File: src/design/lcf_pkg.sv
`default_nettype none
package lcf_pkg;

	localparam int unsigned CH_W      = 8;
	localparam int unsigned COLOR_W   = 4;
	localparam int unsigned CFG_IDX_W = 4;
	localparam int unsigned CFG_DAT_W = 4;

	localparam logic [COLOR_W-1:0] COL_RED     = 4'd0;
	localparam logic [COLOR_W-1:0] COL_GREY    = 4'd1;
	localparam logic [COLOR_W-1:0] COL_BLUE    = 4'd2;
	localparam logic [COLOR_W-1:0] COL_CYAN    = 4'd3;
	localparam logic [COLOR_W-1:0] COL_MAGENTA = 4'd4;
	localparam logic [COLOR_W-1:0] COL_BLACK   = 4'd6;
	localparam logic [COLOR_W-1:0] COL_GREEN   = 4'd7;
	localparam logic [COLOR_W-1:0] COL_WHITE   = 4'd8;
	localparam logic [COLOR_W-1:0] COL_WALL    = 4'd9;
	localparam logic [COLOR_W-1:0] COL_ROBOT   = 4'd10;

	localparam logic [CFG_IDX_W-1:0] CFG_LINE_COLOR  = 4'd0;
	localparam logic [CFG_IDX_W-1:0] CFG_FLOOR_COLOR = 4'd1;
	localparam logic [CFG_IDX_W-1:0] CFG_PICK_MODE   = 4'd2;

	localparam logic [COLOR_W-1:0] LINE_COLOR_RST  = COL_BLUE;
	localparam logic [COLOR_W-1:0] FLOOR_COLOR_RST = COL_GREY;

	typedef logic [CH_W-1:0] chan_t;
	typedef logic [COLOR_W-1:0] color_t;

	typedef enum logic [1:0] {
		ST_NONE   = 2'd0,
		ST_MIDDLE = 2'd1,
		ST_WRONG  = 2'd2
	} status_t;

	typedef struct packed {
		color_t target;
		color_t floor_color;
		logic   pick_mode;
	} match_ctl_t;

endpackage
`default_nettype wire

File: src/design/lcf_color_match.sv
`default_nettype none
module lcf_color_match
	import lcf_pkg::*;
(
	input  wire chan_t      red,
	input  wire chan_t      green,
	input  wire chan_t      blue,
	input  wire match_ctl_t ctl,
	output logic            hit
);

	color_t eff;

	always_comb begin
		eff = ctl.target;
		if (ctl.target == COL_CYAN && ctl.floor_color == COL_GREY && !ctl.pick_mode)
			eff = COL_WHITE;
	end

	always_comb begin
		case (eff)
			COL_RED:     hit = red > 8'd150 && blue < 8'd20 && green < 8'd20;
			COL_GREEN:   hit = green > 8'd150 && blue < 8'd50 && red < 8'd50;
			COL_BLUE:    hit = blue > 8'd150 && red < 8'd50 && green < 8'd50;
			COL_CYAN:    hit = green > 8'd50 && blue > 8'd50 && red < 8'd20;
			COL_MAGENTA: hit = red > 8'd80 && blue > 8'd80 && green < 8'd50;
			COL_BLACK:   hit = red < 8'd10 && green < 8'd10 && blue < 8'd10;
			COL_ROBOT:   hit = (red < 8'd38 && green < 8'd38 && blue < 8'd38
					&& red > 8'd34 && green > 8'd34 && blue > 8'd34)
				|| (red > 8'd100 && red < 8'd200 && green > 8'd100
					&& green < 8'd200 && blue > 8'd100 && blue < 8'd200);
			COL_GREY:    hit = red < 8'd80 && green < 8'd80 && blue < 8'd80
				&& red > 8'd10 && green > 8'd10 && blue > 8'd10;
			COL_WHITE:   hit = red > 8'd150 && blue > 8'd150 && green > 8'd150;
			COL_WALL:    hit = red < 8'd50 && green < 8'd50 && blue < 8'd50;
			default:     hit = 1'b0;
		endcase
	end

endmodule
`default_nettype wire

File: config.mk
export PLATFORM = sky130hd
export DESIGN_NAME = lcf_color_match
export DESIGN_NICKNAME = d
export VERILOG_FILES = /design/src/design/lcf_pkg.sv /design/src/design/lcf_color_match.sv
export SDC_FILE = /design/constraint.sdc
export NUM_CORES = 1
export LEC_CHECK = 0
export BUFFER_PORTS_ARGS = -buffer_cell sky130_fd_sc_hd__buf_4
export CORE_MARGIN = 2
export CORE_UTILIZATION = 31
export DETAILED_ROUTE_END_ITERATION = 10
export PLACE_DENSITY = 0.6
export RECOVER_POWER = 100
export SKIP_LAST_GASP = 1
export SLEW_MARGIN = 5
export SYNTH_ARGS = -nofsm -noshare
export SYNTH_HDL_FRONTEND = slang
export SYNTH_SLANG_ARGS = --single-unit
File: constraint.sdc
create_clock -name vclk -period 2.47
set_input_delay 0.1235 -clock vclk [all_inputs]
set_output_delay 0.1235 -clock vclk [all_outputs]
set_load 0.02 [all_outputs]
Word-level counts from Yosys, hierarchy flattened:

Index checks and enable logic that the tools add are counted.

* order comparisons: 34
* eq/ne operators: 11
* muxes and demuxes: 2
* reductions and logical operators: 36

Operators with widths (count)
* less-than comparator 8 x 6 -> 1 bit (second input constant): 6
* greater-than comparator 8 x 6 -> 1 bit (second input constant): 5
* greater-than comparator 8 x 7 -> 1 bit (second input constant): 5
* logical AND 1 bit: 33
* greater-than comparator 8 x 4 -> 1 bit (second input constant): 3
* greater-than comparator 8 bit (second input constant): 3
* less-than comparator 8 x 4 -> 1 bit (second input constant): 3
* less-than comparator 8 x 5 -> 1 bit (second input constant): 3
* less-than comparator 8 x 7 -> 1 bit (second input constant): 3
* less-than comparator 8 bit (second input constant): 3
* == test 4 x 2 -> 1 bit (second input constant): 3
* == test 4 x 3 -> 1 bit (second input constant): 3
* == test 4 bit (second input constant): 3
* case mux 1 bit (10 select lines): 1
* == test 4 x 1 -> 1 bit (second input constant): 2
* logical NOT 4 bit: 1
* two-way mux 4 bit: 1
* logical NOT 1 bit: 1
* logical OR 1 bit: 1

* register bits: 0
* input bits: 33
* output and inout bits: 1
* logic and storage cells: 83

Depth between registers and ports, before layout:

Gate-level depths: netlist (run 1).

* depth in word-level cells: 8
* gate-level depth with buffers: 7

Least setup slack after synthesis (run 1):

No wires, ideal clock.

* path type: in2out
* start point: input port blue[1]
* end point: output port hit
* data arrival time: 1.423 ns
* path slack: 0.923 ns
* stages on the path: 7
* path buffers: 1
* cells stage by stage: buf_6 > a21o_1 > a2111oi_4 > a31oi_1 > o2111ai_1 > nand4_1 > or3_1

* longest elaborated chain between the ends: 7

RTL lines
* start: declaration: line lcf_color_match.sv:7 `input wire chan_t blue,`
* less-than comparator 8 x 6 -> 1 bit: line lcf_color_match.sv:28 `COL_ROBOT: hit = (red < 8'd38 && green < 8'd38 && blue < 8'd38`
* logical AND 1 bit: line lcf_color_match.sv:28
* logical AND 1 bit (3 in a row): line lcf_color_match.sv:29 `&& red > 8'd34 && green > 8'd34 && blue > 8'd34)`
* logical OR 1 bit: line lcf_color_match.sv:30 `|| (red > 8'd100 && red < 8'd200 && green > 8'd100`
* case mux 1 bit (10 select lines) *: line lcf_color_match.sv:21 `case (eff)`
* end: declaration: line lcf_color_match.sv:9 `output logic hit`

Every way passes the cells marked *; elsewhere a longest branch is shown, timed or not.

Final worst setup path (run 1):

* start point: input port green[7]
* end point: output port hit

* longest elaborated chain between the ends: 8

RTL lines
* start: declaration: line lcf_color_match.sv:6 `input wire chan_t green,`
* less-than comparator 8 x 6 -> 1 bit: line lcf_color_match.sv:28
* logical AND 1 bit (2 in a row): line lcf_color_match.sv:28
* logical AND 1 bit (3 in a row): line lcf_color_match.sv:29
* logical OR 1 bit: line lcf_color_match.sv:30
* case mux 1 bit (10 select lines) *: line lcf_color_match.sv:21

Marked as above.

==> results of run 1 <==
[kinds of logic after synthesis]
kind of cell / synth area share
AND/OR/NAND/NOR: 0.5133
XOR/XNOR: 0.009792
buffers and inverters: 0.1399
AO/OA/AOI/OAI: 0.3147
multiplexers: 0.02238
[through the flow]
step | hold WS, ns | std cells | area, µm²
finish | 0.9500 | 191 | 1067
global route | 1.002 | 191 | 1067
CTS | 0.8311 | 191 | 1071
detailed placement | 0.8283 | 191 | 1071
global placement | 0.8390 | 191 | 1071
floorplan | 0.6402 | 142 | 894.6
[placed cells by master (no fill, tap or decap), types with 3 or more instances in the layout]
master / instances
buf_4: 33
nor2_1: 18
o21ai_0: 16
nand2_1: 11
nand4_1: 10
nor3_1: 7
nor4_1: 6
a21oi_1: 5
nand4b_1: 5
o311ai_1: 4
nand3_1: 4
a31oi_1: 4
or4_1: 3
[synthesized netlist by cell type (2+ instances only)]
| master | n | area (µm²) |
|---|---|---|
| inv_1 | 2 | 7.510 |
| a211oi_1 | 2 | 15.01 |
| buf_2 | 6 | 30.03 |
| and4_1 | 2 | 17.52 |
| nor4_1 | 6 | 37.54 |
| nand4_1 | 10 | 62.56 |
| nand3_1 | 4 | 20.02 |
| clkbuf_1 | 2 | 7.510 |
| buf_6 | 6 | 67.56 |
| nand4b_1 | 5 | 43.79 |
| nand3b_1 | 2 | 15.01 |
| o311ai_1 | 4 | 35.03 |
| mux2i_1 | 2 | 20.02 |
| nor3_1 | 7 | 35.03 |
| a21oi_1 | 5 | 25.02 |
| a31oi_1 | 4 | 25.02 |
| and2_1 | 2 | 12.51 |
| nor2_1 | 18 | 67.56 |
| nand2_1 | 11 | 41.29 |
| o21ai_0 | 16 | 80.08 |
| or4_1 | 3 | 22.52 |
[cell type report]
class	count	share of cell area
inverter	2	0.007034
multi-input combinational	124	0.7210
tap	31	0.03634
timing repair buffer	34	0.2356
[routing by layer]
metal  vias to the layer above  routed length (µm)  track usage
li1                        595                   -            -
met1                       557                1214       0.2493
met5                         -                   0            0
met2                        66                1471       0.3295
met3                         5                 284     0.006696
met4                         0                  36      0.02990
[where the power goes]
group	internal [mW]	switching (mW)	leakage [nW]	total [mW]
Combinational	0.0662	0.0878	0.363	0.154
Sequential	0	0	0	0
Clock	0	0	0	0
[final timing paths]
kind / from / endpoint / slack, ns / cells after the start
max: green[7] / hit / 0.54 / 8
min: red[2] / hit / 0.95 / 5
==> flow_summary.toml, run 1 <==
[critical_path]
cp.arrival_ns = 1.81
crit_required_ns = 2.35
crit_fanout = 7
cp_cell_sequence = "buf_4 -> nor4_1 -> nand4b_1 -> a2111oi_0 -> nand4_1 -> nand3_1 -> or3_1 -> clkbuf_1"
crit_type = "input port to primary output"
cpLargestDelayFamily = "simple AND/OR/NAND/NOR gates"
critical_path.max_stage_delay_ns = 0.41
critPathLaunchType = "input port"
worstPathBufferInverterCount = 2
cp_slowest_cell = "a2111oi_0"
cp-end-kind = "primary output"

[floorplan]
core_mm2 = 0.002758
fp.dieArea_mm2 = 0.003332
rows = 19
io_pins = 34
die_y_um = 57.72
die_w_um = 57.72
start_util = 0.3244

[timing]
fmax_mhz = 517.5
tightestPinTransition_ns = 0.3815
relSlewSlack = 0.7391
setup_tns_ns = 0
grt_setup_unrepaired = "false"
finalCriticalPeriod_ns = 1.932
finalHoldViolations = 0
finalCritPeriodShare = 0.7824
worst_slack_ns = 0.5375
setup_viol = 0
maxSlewViolCount = 0

[pwr]
p_leak_nw = 0.3631
pwr_density_cell_mw_per_mm2 = 144.3
total_power_uw = 154.0
ir_drop_mv = 0.08169

[route]
drc = 0
wl_per_cell_um = 15.74
viasPerCell = 6.403
drtAntennaViolNets = 0
wirelength_um = 3007
drtPass1Iterations = 4
dr_total_vias = 1223
initialDrtViolationCount = 86

[worst_hold_path]
hp-class = "input port to primary output"

[placement]
io_buffers = 34
gp_congestion = 0.9153
hpwl_um = 2371
place_ws_ns = 0.6198

[yosys]
synthDistinctLibCells = 44
mappedNetlistNets = 175
ys_seq_area_frac = 0
syn_area_per_cell_um2 = 6.300
yosysWarnings = 0
syn_inst = 142
syn_area_um2 = 894.6

[layout]
regArea_um2 = 0
multi_input_area_um2 = 769.5
flops_and_latches = 0
clkbuf_count = 0
drive_above_1_share = 0.2375
fin_util = 0.3870
area_growth_pct = 19.30
nFillCells = 293
num_antenna_cells = 0
fin_nets = 195

[clocking]
cts-resized-gates = 0
hold_buffers = 0
post_cts_buffers = 0

[global_route]
grt-ovfl-total = 0
grt_max_degree = 13
grt_pass1_wl_um = 5057
antenna_found_initial = 0
grt_pass1_vias = 1165
gr-usage-all-layers = 0.1843

[run_status]
status = "completed"

[job]
timing.max_cap.violations = 0
Note: power is estimated with default switching activity, not from simulation.
==> inputs of run 2 (changes only) <==
PLACE_DENSITY = 0.62   (was 0.6)
clock period = 1.65 ns   (was 2.47 ns; I/O delays follow)
==> run 2 against run 1 <==
Compared with the run above: the run now ends with setup timing left; utilization up 11 points; sequential cell count unchanged; hold slack worse by 0.19 ns; via count up 8.3%; non-clock buffer count up 28; wire length up 12%; total power up 97%; final cell count up 15%; first-iteration DRC count down 35%; critical path depth down 1; clock-buffer cell count unchanged.
==> flow_summary.toml, run 2 (synthesis gave the netlist of run 1 again) <==
[run_status]
status = "finished, violations left"
violations = "setup timing"

[timing]
grt_setup_unrepaired = "true"
worst_slack_ns = -0.01458
setup_viol = 1
fmax_mhz = 600.8
finalHoldViolations = 0
maxSlewViolCount = 0
finalCritPeriodShare = 1.009
tightestPinTransition_ns = 0.3687
relSlewSlack = 0.7523
finalCriticalPeriod_ns = 1.665

[layout]
drive_above_1_share = 0.3936
clkbuf_count = 0
area_growth_pct = 53.43
nFillCells = 284
fin_nets = 223
final_cells = 219
flops_and_latches = 0
regArea_um2 = 0
num_antenna_cells = 0
layout_commonest_cell = "buf_4"
final_cell_mix = "buf_4 (55), nor2_1 (16), o21ai_0 (14)"

[clocking]
hold_buffers = 0

[global_route]
grt_max_degree = 11
antenna_found_initial = 0
gr-usage-all-layers = 0.2046
grt-ovfl-total = 0
grt_pass1_vias = 1272
grt_pass1_wl_um = 5630

[route]
drtPass1Iterations = 4
initialDrtViolationCount = 56
wl_per_cell_um = 15.36
dr_total_vias = 1324
viasPerCell = 6.046
drc = 0
drtAntennaViolNets = 0
wirelength_um = 3364

[floorplan]
start_util = 0.3244
die_w_um = 57.72
die_y_um = 57.72
rows = 19
io_pins = 34
core_mm2 = 0.002758
fp.dieArea_mm2 = 0.003332

[critical_path]
cp.arrival_ns = 1.58
crit_fanout = 4
critPathLaunchType = "input port"
cp-end-kind = "primary output"
crit_required_ns = 1.57
crit_type = "input port to primary output"

[placement]
io_buffers = 34
gp_congestion = 1.023
placed_cells = 217
hpwl_um = 2754
place_ws_ns = -0.09227

[pwr]
ir_drop_mv = 0.1237
pwr_density_cell_mw_per_mm2 = 220.5
p_leak_nw = 0.5223

[job]
timing.max_cap.violations = 0

[worst_hold_path]
hp-class = "input port to primary output"
run 2: cell count changes in the layout (fill, tap and decap cells not counted), sizes merged:
cell	before	now
buf	33	62
clkbuf	1	0
run 2: final timing paths:
| kind | end | slack (ns) | startpoint | cells after the start |
|---|---|---|---|---|
| worst max-delay path | hit | -0.01 | blue[4] | 7 |
| worst min-delay path | hit | 0.76 | red[2] | 5 |
run 2: repair_timing:
item / CTS / global route
setup endpoints to repair: 1 / 1
resized for setup: 9 / 11
pin swaps: 5 / 9
endpoints found under the hold margin: 0 / 0
buffers inserted: 2 / 0
run 2: per-layer routing:
metal / vias to the layer above / GRT usage / part of all wire
met5: - / 0 / 0
met4: 0 / 0.02990 / 0.0042
met3: 2 / 0.01786 / 0.072
met2: 62 / 0.3555 / 0.51
met1: 610 / 0.2803 / 0.41
li1: 650 / - / -
run 2: worst max-delay path: stages:
cell and delay, ns:
buf_4 0.12, o311ai_1 0.31, nand4_1 0.15, or4_1 0.55
nand4_1 0.13, or3_1 0.13, buf_6 0.11
run 2: where the power goes:
| group | switching (mW) | internal [mW] | total [mW] |
|---|---|---|---|
| Clock | 0 | 0 | 0 |
| Sequential | 0 | 0 | 0 |
| Combinational | 0.149 | 0.153 | 0.303 |
run 2: final cells by class:
cell class,count,area (µm²),share of cell area
multi-input cells,124,814.5,0.5934
repair buffers,62,511.7,0.3728
well taps,31,38.79,0.02826
inverters,2,7.507,0.005469
run 2: metrics by stage:
| step | setup TNS (ns) | power, mW | util | cell area, µm² | hold WS (ns) |
|---|---|---|---|---|---|
| floorplan | 0 | 0.1392 | - | 894.6 | 0.5582 |
| global placement | -0.07485 | 0.2722 | 0.4637 | 1279 | 0.7497 |
| detailed placement | -0.09227 | 0.2769 | 0.4637 | 1279 | 0.7570 |
| CTS | -0.01280 | 0.2880 | 0.4809 | 1326 | 0.7506 |
| global route | -0.05818 | 0.3283 | 0.4977 | 1373 | 0.7680 |
| finish | -0.01458 | 0.3026 | 0.4977 | 1373 | 0.7578 |
==> inputs of run 3 (changes only) <==
CORE_UTILIZATION = 48   (was 31)
PLACE_DENSITY = 0.87   (was 0.62)
==> run 3 against run 2 <==
Compared with the run above: the flow now finishes without violations; sequential cell count did not move; fmax rose by 1.2%; largest cell class unchanged; wire length fell by 5.4%; highest routed layer unchanged; largest power group unchanged; non-clock buffer count fell by 14; via count fell by 1.7%; combinational power fell by 6.9%; die area fell by 33%.
==> flow_summary.toml, run 3 (synthesis gave the netlist of run 1 again) <==
[critical_path]
crit_fanout = 4
cp-end-kind = "primary output"
crit_required_ns = 1.57
worstPathBufferInverterCount = 3
crit_type = "input port to primary output"
cp_cell_sequence = "buf_4 -> buf_4 -> nor2_1 -> nand4_1 -> nand4b_1 -> or4b_1 -> a31oi_1 -> or3_1 -> buf_6"
cp_slowest_cell = "or4b_1"
cpLargestDelayFamily = "simple AND/OR/NAND/NOR gates"
cp.arrival_ns = 1.56
critical_path.max_stage_delay_ns = 0.54
crit_top_cell = "buf_4"
critPathLaunchType = "input port"

[route]
initialDrtViolationCount = 53
drtPass1Iterations = 5
wl_per_cell_um = 16.00
drc = 0
viasPerCell = 6.538
drtAntennaViolNets = 0
dr_total_vias = 1301
wirelength_um = 3184

[timing]
fmax_mhz = 607.8
worst_slack_ns = 0.004843
finalCritPeriodShare = 0.9971
finalHoldViolations = 0
grt_setup_unrepaired = "true"
relSlewSlack = 0.7247
maxSlewViolCount = 0
finalCriticalPeriod_ns = 1.645
setup_viol = 0
tightestPinTransition_ns = 0.4097

[placement]
gp_congestion = 0.9390
hpwl_um = 2375
placed_area_mm2 = 0.001169
place_ws_ns = -0.08780
io_buffers = 34
placed_cells = 199

[global_route]
grt_pass1_wl_um = 4988
antenna_found_initial = 0
gr-usage-all-layers = 0.3054
grt_max_degree = 12
grt-ovfl-total = 0
grt_pass1_vias = 1094

[clocking]
post_cts_buffers = 0

[floorplan]
start_util = 0.5125
fp.dieArea_mm2 = 0.002225
die_w_um = 47.17
die_y_um = 47.17
core_mm2 = 0.001745
rows = 15
io_pins = 34

[run_status]
status = "completed"

[layout]
regArea_um2 = 0
area_growth_pct = 40.98
layout_commonest_cell = "buf_4"
num_antenna_cells = 0
clkbuf_count = 0
final_cell_mix = "buf_4 (43), nor2_1 (18), o21ai_0 (15)"
fin_nets = 209
stdcell_area_mm2 = 0.001261
fin_util = 0.7226
drive_above_1_share = 0.3506
final_cells = 199
flops_and_latches = 0

[pwr]
p_leak_nw = 0.4571
pwr_density_cell_mw_per_mm2 = 223.5
ir_drop_mv = 0.1450

[worst_hold_path]
hp-class = "input port to primary output"

[job]
timing.max_cap.violations = 0
[run 3: cell types whose count changed in the layout (fill, tap and decap cells not counted), moves of 2 or more]
cell     delta
buf_4      -12
nor2_1      +2
o21ai_1     -2
nor2_2      -2
buf_8       -2
[run 3: stage by stage]
step | hold slack [ns] | power [mW] | TNS (ns)
after floorplan | 0.5582 | 0.1392 | 0
after global placement | 0.7414 | 0.2431 | -0.04905
after detailed placement | 0.7355 | 0.2507 | -0.08780
after CTS | 0.7312 | 0.2574 | 0
after global routing | 0.7927 | 0.3045 | -0.05696
final | 0.7606 | 0.2819 | 0
[run 3: what timing repair did]
action                     in CTS  in global routing
setup endpoints to repair       1                  1
hold buffers                    0                  0
resized for setup               7                 15
pin swaps                       7                  7
[run 3: worst paths after layout]
path	end	depth (start not counted)	from
worst min-delay path	hit	5	red[2]
worst max-delay path	hit	9	blue[6]
[run 3: final cells by class]
class                      instances  area (µm²)
multi-input combinational        124       822.0
inverter                           2       7.507
tap                               25       31.28
timing repair buffer              48       400.4
fill                             148       484.2
[run 3: tightest hold or removal path: cells and delay by family]
kind	cells	cell delay, ns
AO/OA/AOI/OAI	1	0.13
buffers and inverters	2	0.23
AND/OR/NAND/NOR	2	0.23
[run 3: routing by layer]
layer / up-vias / wire (µm) / track usage
li1: 624 / - / -
met1: 608 / 1370 / 0.4539
met2: 67 / 1558 / 0.4932
met3: 2 / 239 / 0.02692
met4: 0 / 14 / 0.02778
met5: - / 0 / 0
[run 3: report_power, final]
part | total (mW) | switching [mW] | internal, mW
combinational | 0.282 | 0.148 | 0.134
clock | 0 | 0 | 0
sequential | 0 | 0 | 0
